### config.mk
export PLATFORM = sky130hd
export DESIGN_NAME = vtx_reply_frame_parser
export DESIGN_NICKNAME = d
export VERILOG_FILES = /design/src/rtl/core/vtx_rfp_pkg.sv /design/src/rtl/core/vtx_reply_frame_parser.sv /design/src/rtl/core/vtx_rfp_judge.sv
export SDC_FILE = /design/constraint.sdc
export NUM_CORES = 1
export LEC_CHECK = 0
export BUFFER_PORTS_ARGS = -buffer_cell sky130_fd_sc_hd__clkbuf_2
export CAP_MARGIN = 20
export CORE_UTILIZATION = 58
export DETAILED_ROUTE_END_ITERATION = 8
export PLACE_DENSITY = 0.86
export SLEW_MARGIN = 10
export SYNTH_ARGS = -nofsm -noshare
export SYNTH_HDL_FRONTEND = slang
export SYNTH_SLANG_ARGS = --single-unit
### constraint.sdc
create_clock -name clk_i -period 5.5 [get_ports clk_i]
set_input_delay 0.825 -clock clk_i [delete_from_list [all_inputs] [get_ports clk_i]]
set_output_delay 0.825 -clock clk_i [all_outputs]
set_load 0.005 [all_outputs]
### src/rtl/core/vtx_rfp_pkg.sv
// Shared types and constants for the reply frame parser.
// No dependencies; used by vtx_rfp_judge and vtx_reply_frame_parser.
`timescale 1ns / 1ps
`default_nettype none

package vtx_rfp_pkg;

  localparam logic [7:0] SYNC_BYTE = 8'h0F;

  // configuration register indexes
  localparam logic [1:0] CFG_EXPECTED_CMD = 2'd0;
  localparam logic [1:0] CFG_RESET_CODE   = 2'd1;
  localparam logic [1:0] CFG_SETTINGS_CODE = 2'd2;
  localparam logic [1:0] CFG_TEMP_CODE    = 2'd3;

  typedef enum logic [1:0] {
    ST_NONE    = 2'd0,
    ST_VALID   = 2'd1,
    ST_ECHO    = 2'd2,
    ST_INVALID = 2'd3
  } status_e;

  typedef struct packed {
    logic [7:0] expected_cmd;
    logic [7:0] reset_code;
    logic [7:0] settings_code;
    logic [7:0] temp_code;
  } cfg_t;

  typedef struct packed {
    status_e status;
    logic    good;
  } verdict_t;

endpackage

`default_nettype wire

### src/rtl/core/vtx_reply_frame_parser.sv
// Top level of the reply frame parser: phase tracking, frame store, result register.
// Depends on vtx_rfp_pkg and vtx_rfp_judge.
`timescale 1ns / 1ps
`default_nettype none

// Deframes fixed-length reply frames of FRAME_LEN bytes (sync 0x0F, command, data,
// checksum, end) from a stream of received bytes. Every accepted byte yields exactly
// one result word in the next cycle: the bytes-wanted hint, the frame status, and on
// the end byte the command and, for a valid frame, four little-endian payload words.
// One byte per cycle is sustained: the phase, the running 8-bit checksum and the
// byte store all update in a single pass, and the only stall is a result word
// still held in the output register while the consumer stalls. The user must write
// configuration registers only while the parser is idle; the parser does not enforce it.

module vtx_reply_frame_parser #(
  parameter int unsigned FRAME_LEN = 16
) (
  input  wire logic        clk_i,
  input  wire logic        rst_ni,
  input  wire logic        cfg_we_i,
  input  wire logic [1:0]  cfg_idx_i,
  input  wire logic [7:0]  cfg_data_i,
  input  wire logic        in_valid_i,
  output logic             in_stall_o,
  input  wire logic [7:0]  rx_byte_i,
  output logic             out_valid_o,
  input  wire logic        out_stall_i,
  output logic [4:0]       bytes_wanted_o,
  output logic [1:0]       frame_status_o,
  output logic [7:0]       reply_command_o,
  output logic [15:0]      word_a_o,
  output logic [15:0]      word_b_o,
  output logic [15:0]      word_c_o,
  output logic [15:0]      word_d_o
);

  localparam logic [4:0] CK_POS  = 5'(FRAME_LEN - 2);
  localparam logic [4:0] LEN5    = 5'(FRAME_LEN);

  typedef enum logic [2:0] {
    PH_SYNC = 3'd0,
    PH_CMD  = 3'd1,
    PH_DATA = 3'd2,
    PH_CK   = 3'd3,
    PH_END  = 3'd4
  } phase_e;

  vtx_rfp_pkg::cfg_t cfg_q;

  phase_e      phase_q, phase_d;
  logic [4:0]  idx_q, idx_d;
  logic [7:0]  sum_q, sum_d;
  logic [7:0]  cmd_q;
  logic [7:0]  ck_q;
  logic [7:0]  data_q [2:9];

  logic        in_acc;
  logic [4:0]  idx_inc;

  logic [4:0]  wanted_d;
  vtx_rfp_pkg::status_e status_d;
  logic [7:0]  cmd_out_d;
  logic [15:0] wa_d, wb_d, wc_d, wd_d;

  logic        out_valid_q;
  logic [4:0]  wanted_q;
  logic [1:0]  status_q;
  logic [7:0]  cmd_out_q;
  logic [15:0] wa_q, wb_q, wc_q, wd_q;

  vtx_rfp_pkg::verdict_t verdict;

  assign in_stall_o = out_valid_q && out_stall_i;
  assign in_acc     = in_valid_i && !in_stall_o;
  assign idx_inc    = idx_q + 5'd1;

  vtx_rfp_judge u_judge (
    .cfg_i      (cfg_q),
    .cmd_i      (cmd_q),
    .end_byte_i (rx_byte_i),
    .checksum_i (ck_q),
    .sum_i      (sum_q),
    .byte2_i    (data_q[2]),
    .byte3_i    (data_q[3]),
    .byte6_i    (data_q[6]),
    .byte7_i    (data_q[7]),
    .verdict_o  (verdict)
  );

  always_comb begin
    phase_d   = phase_q;
    idx_d     = idx_q;
    sum_d     = sum_q;
    wanted_d  = 5'd1;
    status_d  = vtx_rfp_pkg::ST_NONE;
    cmd_out_d = 8'd0;
    wa_d      = 16'd0;
    wb_d      = 16'd0;
    wc_d      = 16'd0;
    wd_d      = 16'd0;
    case (phase_q)
      PH_CMD: begin
        if ((rx_byte_i == cfg_q.reset_code) || (rx_byte_i == cfg_q.settings_code) ||
            (rx_byte_i == cfg_q.temp_code)) begin
          sum_d    = rx_byte_i;
          idx_d    = 5'd2;
          phase_d  = PH_DATA;
          wanted_d = CK_POS;
        end else begin
          phase_d = PH_SYNC;
        end
      end
      PH_DATA: begin
        sum_d = sum_q + rx_byte_i;
        idx_d = idx_inc;
        if (idx_inc >= CK_POS) begin
          phase_d = PH_CK;
        end
        wanted_d = LEN5 - idx_inc;
      end
      PH_CK: begin
        phase_d = PH_END;
      end
      PH_END: begin
        phase_d   = PH_SYNC;
        cmd_out_d = cmd_q;
        status_d  = verdict.status;
        if (verdict.good) begin
          wanted_d = 5'd0;
          wa_d     = {data_q[3], data_q[2]};
          wb_d     = {data_q[5], data_q[4]};
          wc_d     = {data_q[7], data_q[6]};
          wd_d     = {data_q[9], data_q[8]};
        end
      end
      default: begin
        // unused codes behave as sync
        phase_d = (rx_byte_i == vtx_rfp_pkg::SYNC_BYTE) ? PH_CMD : PH_SYNC;
      end
    endcase
  end

  always_ff @(posedge clk_i or negedge rst_ni) begin
    if (!rst_ni) begin
      cfg_q.expected_cmd  <= 8'd0;
      cfg_q.reset_code    <= 8'd114;
      cfg_q.settings_code <= 8'd118;
      cfg_q.temp_code     <= 8'd115;
      phase_q             <= PH_SYNC;
      idx_q               <= 5'd0;
      sum_q               <= 8'd0;
      out_valid_q         <= 1'b0;
    end else begin
      if (cfg_we_i) begin
        case (cfg_idx_i)
          vtx_rfp_pkg::CFG_EXPECTED_CMD:  cfg_q.expected_cmd  <= cfg_data_i;
          vtx_rfp_pkg::CFG_RESET_CODE:    cfg_q.reset_code    <= cfg_data_i;
          vtx_rfp_pkg::CFG_SETTINGS_CODE: cfg_q.settings_code <= cfg_data_i;
          vtx_rfp_pkg::CFG_TEMP_CODE:     cfg_q.temp_code     <= cfg_data_i;
          default: ;
        endcase
      end
      if (in_acc) begin
        phase_q     <= phase_d;
        idx_q       <= idx_d;
        sum_q       <= sum_d;
        out_valid_q <= 1'b1;
      end else if (!out_stall_i) begin
        out_valid_q <= 1'b0;
      end
    end
  end

  // frame store and result payload, no reset needed
  always_ff @(posedge clk_i) begin
    if (in_acc) begin
      if ((phase_q == PH_CMD) && (phase_d == PH_DATA)) begin
        cmd_q <= rx_byte_i;
      end
      if (phase_q == PH_DATA) begin
        for (int i = 2; i <= 9; i++) begin
          if (idx_q == 5'(i)) begin
            data_q[i] <= rx_byte_i;
          end
        end
      end
      if (phase_q == PH_CK) begin
        ck_q <= rx_byte_i;
      end
      wanted_q  <= wanted_d;
      status_q  <= status_d;
      cmd_out_q <= cmd_out_d;
      wa_q      <= wa_d;
      wb_q      <= wb_d;
      wc_q      <= wc_d;
      wd_q      <= wd_d;
    end
  end

  assign out_valid_o     = out_valid_q;
  assign bytes_wanted_o  = wanted_q;
  assign frame_status_o  = status_q;
  assign reply_command_o = cmd_out_q;
  assign word_a_o        = wa_q;
  assign word_b_o        = wb_q;
  assign word_c_o        = wc_q;
  assign word_d_o        = wd_q;

endmodule

`default_nettype wire

### src/rtl/core/vtx_rfp_judge.sv
// Frame judgement on the end byte: end byte, checksum, command and echo test.
// Depends on vtx_rfp_pkg.
`timescale 1ns / 1ps
`default_nettype none

module vtx_rfp_judge (
  input  wire vtx_rfp_pkg::cfg_t     cfg_i,
  input  wire logic [7:0]            cmd_i,
  input  wire logic [7:0]            end_byte_i,
  input  wire logic [7:0]            checksum_i,
  input  wire logic [7:0]            sum_i,
  input  wire logic [7:0]            byte2_i,
  input  wire logic [7:0]            byte3_i,
  input  wire logic [7:0]            byte6_i,
  input  wire logic [7:0]            byte7_i,
  output vtx_rfp_pkg::verdict_t      verdict_o
);

  logic bad;
  logic echo;

  always_comb begin
    bad  = (end_byte_i != 8'd0) || (checksum_i != sum_i) || (cmd_i != cfg_i.expected_cmd);
    // an echo carries a zero payload in the command-specific bytes
    echo = (((cmd_i == cfg_i.reset_code) || (cmd_i == cfg_i.settings_code)) &&
            (byte2_i == 8'd0) && (byte3_i == 8'd0)) ||
           ((cmd_i == cfg_i.temp_code) && (byte6_i == 8'd0) && (byte7_i == 8'd0));
    verdict_o.good = 1'b0;
    if (bad) begin
      verdict_o.status = vtx_rfp_pkg::ST_INVALID;
    end else if (echo) begin
      verdict_o.status = vtx_rfp_pkg::ST_ECHO;
    end else begin
      verdict_o.status = vtx_rfp_pkg::ST_VALID;
      verdict_o.good   = 1'b1;
    end
  end

endmodule

`default_nettype wire
# == Word level (Yosys, flattened, before mapping) ==
# Memories as Yosys holds them, arrays and structs flattened. A register that Yosys moved wholly into a read port is not among the register bits.
# Cells that the tools add are included.
# totals
ff_bits,112
mem_bits_rw,64
in_bits,23
output_inout_bits,81
word_cells,157
n_memories,1
# memory_table
memory,words,word_bits,read_ports,rd_ports_with_merged_regs,write_ports,line_no,text
data_q,8,8,8,4,1,vtx_reply_frame_parser.sv:55,logic [7:0] data_q [2:9];
# op_classes
addsub,3
order_cmp,1
n_eq_ne,27
mux,70
n_reduce_logical,40
# ops
operator,n
$mux 8,8
$reduce_or 8->1,7
$eq 8x8->1,6
$mux 1,45
$logic_not 8->1,4
$mux 4,8
$eq 5x3->1 const B,4
$ne 8x8->1,2
$pmux 8 s2,1
$pmux 5 s3,1
$reduce_and 2->1,7
$pmux 3 s4,1
$eq 5x2->1 const B,2
$eq 5x4->1 const B,2
$pmux 5 s2,1
$eq 3x2->1 const B,3
$add 8x8->8,1
$eq 8x4->1 const B,1
$reduce_bool 8->1,1
$logic_and 1x1->1,7
$logic_or 1x1->1,6
$mux 2,3
$add 5x1->5 const B,1
$ge 5x4->1 const B,1
13 further kinds,18

# == Depth between registers and ports, before layout ==
# depth
ltp_word,13
mapped_depth,9
depth_no_buf,9

# == By module ==
# Synthesis repeated with hierarchy kept, for this count alone.
# unflattened
cells_unflattened,603
hier_area_um2,8861.0
# by_module_without_submodules
module,instances,cells_each,area_each_um2,seq_area_each_um2
vtx_reply_frame_parser,1,533,8299.2,6018.3
vtx_rfp_judge,1,70,561.8,0.0

# == Least setup slack after synthesis ==
# OpenSTA, ideal clock, no wires.
# synth_timing
kind,input-to-reg
startpoint,input port out_stall_i
endpoint,"register cmd_q[0], enable pin"
setup_ns,0.395
t_arrival_ns,4.296
required_ns,5.105
path_slack_ns,0.809
cell_stages,7
path_buffers,1
cell_sequence,nand2_1 nand2_1 inv_1 nand3_1 a21o_1 buf_4 nor4_1
# synth_between
elab_chain_cells,4
# synth_lines
item,line_no,text
start: declaration,vtx_reply_frame_parser.sv:27,"input wire logic out_stall_i,"
$logic_and 1x1->1,vtx_reply_frame_parser.sv:73,assign in_stall_o = out_valid_q && out_stall_i;
$logic_not 1->1,vtx_reply_frame_parser.sv:74,assign in_acc = in_valid_i && !in_stall_o;
$logic_and 1x1->1,vtx_reply_frame_parser.sv:74,
net in_acc,vtx_reply_frame_parser.sv:57,logic in_acc;
$reduce_and 2->1 (no line),n/a,
end signal: assignment,vtx_reply_frame_parser.sv:178,cmd_q <= rx_byte_i;
end: declaration,vtx_reply_frame_parser.sv:53,logic [7:0] cmd_q;
# The timed path passes the listed nets, and every way through them passes these cells.
# A chain may end at the register's enable or synchronous reset.

# == Worst setup path after layout ==
# layout_timing
startpoint,register phase_q[2]
endpoint,"memory data_q[5][0], enable pin"
# layout_between
elab_chain_cells,12
elab_cells_between_ends,46
cone_classes,1 x eq/ne; 38 x mux; 7 x reduce/logical
# layout_lines
item,line_no,text
start: declaration,vtx_reply_frame_parser.sv:50,"phase_e phase_q, phase_d;"
start signal: assignment,vtx_reply_frame_parser.sv:164,phase_q <= phase_d;
$eq 3x2->1 (*),vtx_reply_frame_parser.sv:180,if (phase_q == PH_DATA) begin
$mux 1,vtx_reply_frame_parser.sv:180,
$mux 1,vtx_reply_frame_parser.sv:176,if (in_acc) begin
$mux 1 (implied by the code),vtx_reply_frame_parser.sv:183,data_q[i] <= rx_byte_i;
$reduce_or 8->1 (no line),n/a,
$mux 4 (no line) / $mux 1 (equally long branches) (7 in series),n/a,
end: declaration,vtx_reply_frame_parser.sv:55,
# Mark *: on every way between the ends. The rest lies on a longest branch, timed or not.

==> impl_results.md <==
* Root buffer cell: clkbuf_16
* Max-cap viol count at 0
* Post-synthesis instance total at 595
* CP startpoint: phase_q[2]
* Initial antenna violation count at 0
* Max-Slew Margin vs Limit at 42.4%
* Static Leak at 0.00402 uW
* Synth cell types at 54
* Synthesis-to-finish area growth at 13.2%
* Grt ovf at 0
* Nets at 735
* # diodes at 0
* Top Ports at 104
* Slew @ Worst Pin at 0.862 ns
* CP Data Required Time at 5.62 ns
* # hold bufs at CTS at 0
* Synthesized area at 8990 um^2
* DRC at 0
* Setup bufs post-CTS at 0
* Ys async rst share at 23.6%
* Final setup viols at 0
* First-pass GRT wire length at 28000 um
* RR Startpoint: phase_q[2]
* DIE AREA at 16000 um^2
* GP Congestion at 0.902
* Initial drt markers at 441
* Mapped Avg Cell Area at 15.1 um^2
* Total Routing Usage GR at 22.9%
* Setup crit end kind: flop
* TritonRoute pass-1 iters at 5
* Post-synth top flop: edfxtp_1
* Period utilisation layout at 57.8%
* Seq/Total Area, Yosys at 67.0%
* Setup tns final at 0 ns
* Vias in the first global route at 5310
* Final wirelength at 17900 um
* Design Power at 3450 uW
* Core Rows at 45
* Core Region at 15100 um^2
* Worst Clk Skew at 0.0112 ns
* Hpwl dp at 12000 um
* Cts bufs inserted at 21
* Clock sink count at 208
* Vias per cell at 5.74
* Min Tclk post-route at 3.18 ns
* Max-slew violations at 0
* Cell Area, Placed at 9510 um^2
* Pwr dens at 339 nW/um^2
* CTS tree: yes
* Design area at 10200 um^2
* H-tree levels at 1
* Final hold violations at 0
* Post-synth EDFFs at 159
* Worst ir drop on vdd at 0.228 mV
* Critical Path Start Type: flop
* Syn Nets at 631
* Register bit total from synthesis at 208
* Critical path class: flop to flop
* Critical path fanouts, max at 24
* Initial Util at 59.3%
* Max Clk Rate at 0.315 GHz
* WL/cell at 19.8 um
* Die Width at 126 um
* Outcome: finished, final reports clean
* Pin count of the biggest net entering global routing at 65
* Clk_lat worst skew at 0.50 ns
* RSZ-0062 raised after global routing: no
* CP Data Arrival Time at 3.29 ns
* Post-CTS Resized at 0
* Layout cell share with drive strength beyond 1 at 31.5%
* Worst Hold Class: primary input to async pin
* IO buf count at 103
* DRT antenna net count at 0
* Clk slew on worst S/H paths at 0.06 ns
* Longest Clk Path Bufs at 3
* Die height at 126 um
* Via count at 5181
* Ys Warns at 0
## Yosys cell counts (2+ instances only)
cell	instances	area share [%]
nand2b_1	2	0.14
ha_1	12	1.7
a22o_1	4	0.39
nand3_1	9	0.50
nand2_1	16	0.67
xor2_1	40	3.9
nor4_1	18	1.3
mux2_2	39	4.9
o21ai_0	7	0.39
dfrtp_1	35	9.7
buf_8	5	0.84
a221o_1	2	0.22
clkbuf_1	12	0.50
nor3b_1	4	0.33
buf_6	2	0.25
nand3b_1	3	0.25
nor2_1	22	0.92
and4b_1	2	0.22
and2_2	28	2.3
a21oi_1	5	0.28
mux2i_1	2	0.22
and2_1	36	2.5
or2_2	2	0.14
and3_1	13	0.90
a21o_1	4	0.33
xnor2_1	33	3.2
clkbuf_8	4	0.61
edfxtp_1	159	53
nand4_1	12	0.84
inv_1	15	0.63
dfstp_2	14	4.1
a211oi_1	4	0.33
o31ai_1	6	0.50
bufbuf_16	2	0.72
nor3_1	2	0.11
o2bb2ai_1	2	0.19
## worst paths after layout
path / to / slack [ns] / depth (start not counted)
max in group asynchronous: sum_q[5] / 4.65 / 2
worst min-delay path: cfg_q[27] / 0.43 / 2
worst min register to register: word_b_o[10] / 0.51 / 1
worst max-delay path: data_q[5][0] / 2.32 / 5
min in group clk_i: word_b_o[10] / 0.51 / 1
worst max register to register: data_q[5][0] / 2.32 / 5
## final cells by class
class / count / area, um^2
fill: 1059 / 4970
inverter: 15 / 56.3
clock inverter: 4 / 51.3
clock buffer: 34 / 618
tap: 188 / 235
multi-input combinational: 345 / 2640
sequential: 208 / 6020
timing repair buffer: 108 / 553
## logic make-up after synthesis
| kind of cell | after synthesis | synth area share, % |
|---|---|---|
| buffers and inverters | 42 | 3.69 |
| DFF | 208 | 67.0 |
| adders and majority gates | 13 | 1.89 |
| AOI/OAI and AO/OA | 43 | 3.48 |
| muxes | 41 | 5.11 |
| xor gates and xnor gates | 73 | 7.11 |
| and+or+nand+nor | 175 | 11.8 |
## worst max-delay path, cell delays in order (launching register included)
cell and delay [ns]:
dfrtp_1 0.52, inv_1 0.21, nand3_1 0.63, nor2_1 0.57, nand3_1 0.22, nor2_1 0.65
## registers in the layout, summed over array words and instances, names as in the netlist, 3 cells and up
name / count
idx_q: 5
reply_command_o: 8
cmd_q: 8
ck_q: 8
phase_q: 3
sum_q: 8
word_c_o: 16
bytes_wanted_o: 5
cfg_q: 32
word_d_o: 16
data_q: 64
word_b_o: 16
word_a_o: 16
## metrics by stage
| step | hold slack [ns] | instances | util, % | worst slack [ns] |
|---|---|---|---|---|
| floorplan | 0.497 | 595 | - | 0.809 |
| global placement | 0.502 | 864 | 62.8 | 2.25 |
| detailed placement | 0.501 | 864 | 62.8 | 2.20 |
| CTS | 0.444 | 902 | 67.2 | 2.39 |
| global route | 0.482 | 902 | 67.2 | 2.09 |
| finish | 0.432 | 902 | 67.2 | 2.32 |
## power by group
group	leakage [uW]	internal [uW]	switching (uW)	total, uW
Sequential	0.00208	1780	63.1	1840
Clock	0.000326	818	561	1380
Combinational	0.00162	112	118	230
Total	0.00402	2710	743	3450
## cell usage in the layout, fill, tap and decap left out, types with 8 or more instances in the layout
cell type / count
edfxtp_1: 159
clkbuf_2: 103
xor2_1: 40
mux2_2: 39
and2_1: 36
dfrtp_1: 35
xnor2_1: 33
and2_2: 28
nor2_1: 22
clkbuf_16: 21
nor4_1: 18
nand2_1: 16
inv_1: 14
dfstp_2: 14
and3_1: 13
nand4_1: 12
ha_1: 12
nand3_1: 9
clkbuf_1: 8
## layer usage
| metal | vias up | global-route usage [%] | part of all wire [%] |
|---|---|---|---|
| met5 | - | 0 | 0 |
| met4 | 0 | 8.72 | 2.6 |
| met3 | 43 | 3.88 | 5.9 |
| met2 | 204 | 40.0 | 51 |
| met1 | 2562 | 28.9 | 41 |
| li1 | 2372 | - | - |
Note: power is estimated with default switching activity, not from simulation.
